## config.mk

```make
export PLATFORM = sky130hd
export DESIGN_NAME = alle_cmp
export DESIGN_NICKNAME = d
export VERILOG_FILES = /design/src/sv/alle_cmp.sv
export SDC_FILE = /design/constraint.sdc
export NUM_CORES = 1
export LEC_CHECK = 0
export BUFFER_PORTS_ARGS = -buffer_cell sky130_fd_sc_hd__buf_2
export CAP_MARGIN = 25
export CORE_ASPECT_RATIO = 0.9
export CORE_MARGIN = 5
export CORE_UTILIZATION = 57
export DETAILED_ROUTE_END_ITERATION = 10
export PLACE_DENSITY = 0.86
export SETUP_SLACK_MARGIN = 0.15
export SYNTH_ARGS = -nofsm -noshare
export SYNTH_HDL_FRONTEND = slang
export SYNTH_SLANG_ARGS = --single-unit
export TNS_END_PERCENT = 100
```

## constraint.sdc

```tcl
create_clock -name vclk -period 6.37
set_clock_uncertainty 0.2 [all_clocks]
set_input_delay 0 -clock vclk [all_inputs]
set_output_delay 0 -clock vclk [all_outputs]
set_load 0.005 [all_outputs]
```

## src/sv/alle_cmp.sv

```systemverilog
`default_nettype none
// ----------------------------------------------------------------------------
// alle_cmp
// tolerance compare unit used by the search walk
// ----------------------------------------------------------------------------
module alle_cmp #(
    parameter int DATA_BITS = 32
) (
    input  wire logic [DATA_BITS-1:0] i_a,
    input  wire logic [DATA_BITS-1:0] i_b,
    input  wire logic [30:0]          i_tol,
    output logic                      o_match
);
    // compare width covers both the difference and the tolerance
    localparam int CMPW = (DATA_BITS + 1 > 31) ? DATA_BITS + 1 : 31;

    logic signed [DATA_BITS:0] w_diff;
    logic        [DATA_BITS:0] w_abs;

    // absolute difference against tolerance
    always_comb begin
        w_diff = $signed({i_a[DATA_BITS-1], i_a}) - $signed({i_b[DATA_BITS-1], i_b});
        w_abs  = w_diff[DATA_BITS] ? (~w_diff + 1'b1) : w_diff;
        o_match = (CMPW'(w_abs) <= CMPW'(i_tol));
    end
endmodule
`default_nettype wire

```

; ---- Word level (Yosys, flattened, before mapping)
; Index checks and enable logic that the tools add are counted.
[op_classes]
add_sub_neg = 2
n_mul = 0
div_mod_pow = 0
order_cmp = 1
eq_ne = 0
shift = 0
mux = 1
bitwise_logic = 1
n_reduce_logical = 0
[ops]
columns = operator, count
row1 = "33-bit by 1-bit adder with 33-bit output, second input constant", 1
row2 = 33-bit by 31-bit less-or-equal comparator with 1-bit output, 1
row3 = 33-bit two-way mux, 1
row4 = 33-bit NOT, 1
row5 = 32-bit by 32-bit subtractor with 33-bit output, 1
[word_totals]
ff_bits = 0
latch_bits = 0
mem_bits_rw = 0
romBits = 0
elab_cells = 5
memories = 0

; ---- Longest topological paths before layout
[logic_depth]
depth_word = 5
mapped_depth = 25

; ---- Least setup slack after synthesis
; No wires, ideal clock.
[synth_timing]
kind = input-to-output
from = input i_a[0]
to = output o_match
arrival_ps = 4549
path_slack_ps = 1621
path_stages = 25
n_path_buf = 1
path_cell_list = inv_1 -> ha_1 -> fa_1 -> nand2b_1 -> a21boi_2 -> o21ai_1 -> a2111oi_1 -> o211ai_1 -> a21oi_1 -> nand2_1 -> a31oi_1 -> clkbuf_1 -> nor2_1 -> xnor2_1 -> ha_1 -> a21o_1 -> a21oi_1 -> a21oi_1 -> o31a_1 -> nor4_1 -> nor4_1 -> a211oi_1 -> o21ai_0 -> a221oi_1 -> and3_1
[synth_between]
elab_chain_cells = 5
[synth_rtl]
columns = item, line_no
row1 = from (decl), 9  ; input wire logic [DATA_BITS-1:0] i_a,
row2 = 32-bit by 32-bit subtractor with 33-bit output (*), 22  ; w_diff = $signed({i_a[DATA_BITS-1], i_a}) - $signed({i_b[DATA_BITS-1], i_b});
row3 = 33-bit NOT, 23  ; w_abs = w_diff[DATA_BITS] ? (~w_diff + 1'b1) : w_diff;
row4 = 33-bit by 1-bit adder with 33-bit output, 23
row5 = 33-bit two-way mux (*), 23
row6 = 33-bit by 31-bit less-or-equal comparator with 1-bit output (*), 24  ; o_match = (CMPW'(w_abs) <= CMPW'(i_tol));
row7 = to (decl), 12  ; output logic o_match
; Every way passes the cells marked *; elsewhere a longest branch is shown, timed or not.

; ---- Final worst setup path
; Same ends and word-level chain as after synthesis.

==> flow_summary.toml <==
[synthesis]
syn_avg_cell_area_sq_um = 6.650
synth_seq_area_share_pct = 0
synthesis.nets = 710
syn_inst = 550
synthTopCellsByArea = "ha_1, a21oi_1, inv_1"
synth_top_area_share_pct = 21.90
ys_types = 69
syn_area_sq_mm = 0.003657
yosysTopAreaCell = "ha_1"
yosysWarnings = 0

[power]
clkPwrFrac_pct = 0
seqPwrFrac_pct = 0
power_density_mw_per_mm2 = 136.0
internal_power_mw = 0.2417
p_sw_share_pct = 57.33
p_leak_nw = 2.130
switching_power_mw = 0.3247
p_comb_share_pct = 100.0
ir_drop_mv = 0.06442

[cts]
postCtsResizedCells = 0
ctsHoldBuffers = 0
post_cts_buffers = 0

[global_route]
overflow = 0
grt_pass1_wl_mm = 16.74
grt_pass1_vias = 3906
grt_max_degree = 14
track_usage_pct = 23.94
antenna_found_initial = 0

[cells_and_area]
antenna_cells = 0
seq_cell_count = 0
area_delta_synth_final_pct = 13.82
multi_input_area_sq_mm = 0.003296
fillerInstances = 576
drive_gt1_share_pct = 19.33
nClkBuffers = 0
nets = 793
seqCellArea_sq_um = 0

[floorplan]
rows = 27
ios = 96
dieArea_sq_mm = 0.008120
core_sq_mm = 0.006182
die_w_um = 94.44
die_h_um = 85.99
initial_core_util_pct = 59.16

[detailed_routing]
wl_per_cell_um = 13.98
wl_mm = 10.04
drt_iter0_markers = 174
dr.pass1.iters = 4
route.met2.wl_mm = 4.543
drtAntennaViolNets = 0
highest_layer = "met4"
wl_met3_um = 712
drc_errors = 0
vias_per_cell = 5.850
routedLengthMet1_mm = 4.721
num_vias = 4200

[critical_path]
cp-start-kind = "input port"
worst_ep_required_time_ns = 6.17
cp_max_fo = 5
crit_path_top_delay_cell = "a2111oi_1"
cp_common_cell = "a21oi_1"
end_kind = "output pin"
slowest_delay_ns = 0.58
crit_type = "in2out"
worstPathArrival_ns = 5.39

[sta]
slew_violations = 0
worst_slack_ns = 0.7823
setup_tns_ns = 0
finalSetupViolCount = 0
hold_viol_final = 0
fin_crit_ns = 5.588
slew_headroom_pct = 43.33
fin_crit_sh_pct = 87.72
tightest_slew_ns = 0.8444
rsz0062_at_grt = "false"
max_freq_mhz = 179.0

[place]
port_buffers = 96
pre_cts_slack_ns = 0.8115
globalplace.congestion = 0.8931
dp_hpwl_mm = 8.844

[worst_hold_path]
hold_class = "in2out"

[job]
maxCapViolCount = 0

[status]
outcome = "finished clean"
==> worst max-delay path: cells and delay by family <==
kind                       cells  cell delay [ns]
adders and majority gates      3             0.94
buffers and inverters          3             0.22
and+or+nand+nor                6             0.97
xor gates and xnor gates       1             0.15
AOI/OAI and AO/OA             13             3.10
==> cells by family (layout without fill, tap and decap cells) <==
| logic type | count (synthesis) | in the layout | synth area share (%) |
|---|---|---|---|
| AND/OR/NAND/NOR | 186 | 186 | 26.45 |
| adder cells (fa/ha/maj) | 65 | 65 | 22.44 |
| buffers and inverters | 87 | 168 | 9.887 |
| AO/OA/AOI/OAI | 164 | 164 | 29.73 |
| XOR/XNOR | 48 | 48 | 11.50 |
==> layout make-up <==
class	count	area share, %
inverter	70	6.312
timing repair buffer	98	11.90
tap	87	2.615
multi-input combinational	463	79.17
==> synthesized netlist by cell type (all sizes together) (7+ instances only) <==
cell type  instances
a21oi             61
ha                64
a21o              12
a211oi             9
nor4               7
nor2              50
xor2              20
buf               10
nand2             43
clkbuf             7
nand3             11
o211ai             7
xnor2             28
nor2b              7
nand4             15
nor3              19
o21ai             29
inv               70
==> per-layer routing <==
metal	track usage, %	vias to the layer above
met2	41.56	168
met5	0	-
met1	33.58	1886
li1	-	2140
met3	0.9649	6
met4	2.887	0
==> stage by stage <==
stage | cells | area [sq um] | utilization (%) | power (mW) | hold WS [ns]
6_report | 718 | 4163 | 67.33 | 0.5663 | 0.5248
3_3_place_gp | 718 | 4163 | 67.33 | 0.5393 | 0.5207
5_1_grt | 718 | 4163 | 67.33 | 0.6351 | 0.5874
3_5_place_dp | 718 | 4163 | 67.33 | 0.5580 | 0.5239
2_1_floorplan | 550 | 3657 | - | 0.4255 | 0.2642
4_1_cts | 718 | 4163 | 67.33 | 0.5604 | 0.5253
==> path summary, 6_finish.rpt <==
| check | from | end | slack [ns] | cells past startpoint |
|---|---|---|---|---|
| worst min-delay path | i_tol[30] | o_match | 0.52 | 8 |
| worst max-delay path | i_a[0] | o_match | 0.78 | 26 |
==> power by group through the flow <==
stage               logic (mW)  registers [mW]  clock network [mW]
floorplan                0.425               0                   0
global placement         0.539               0                   0
detailed placement       0.558               0                   0
CTS                      0.560               0                   0
global route             0.635               0                   0
finish                   0.566               0                   0
==> layout by cell type (no fill, tap or decap), drive strengths merged, types with 7 or more instances in the layout <==
master	instances
a211oi	9
a21o	12
a21oi	61
buf	98
ha	64
inv	70
nand2	43
nand3	11
nand4	15
nor2	50
nor2b	7
nor3	19
nor4	7
o211ai	7
o21ai	29
xnor2	28
xor2	20
Note: power is estimated with default switching activity, not from simulation.
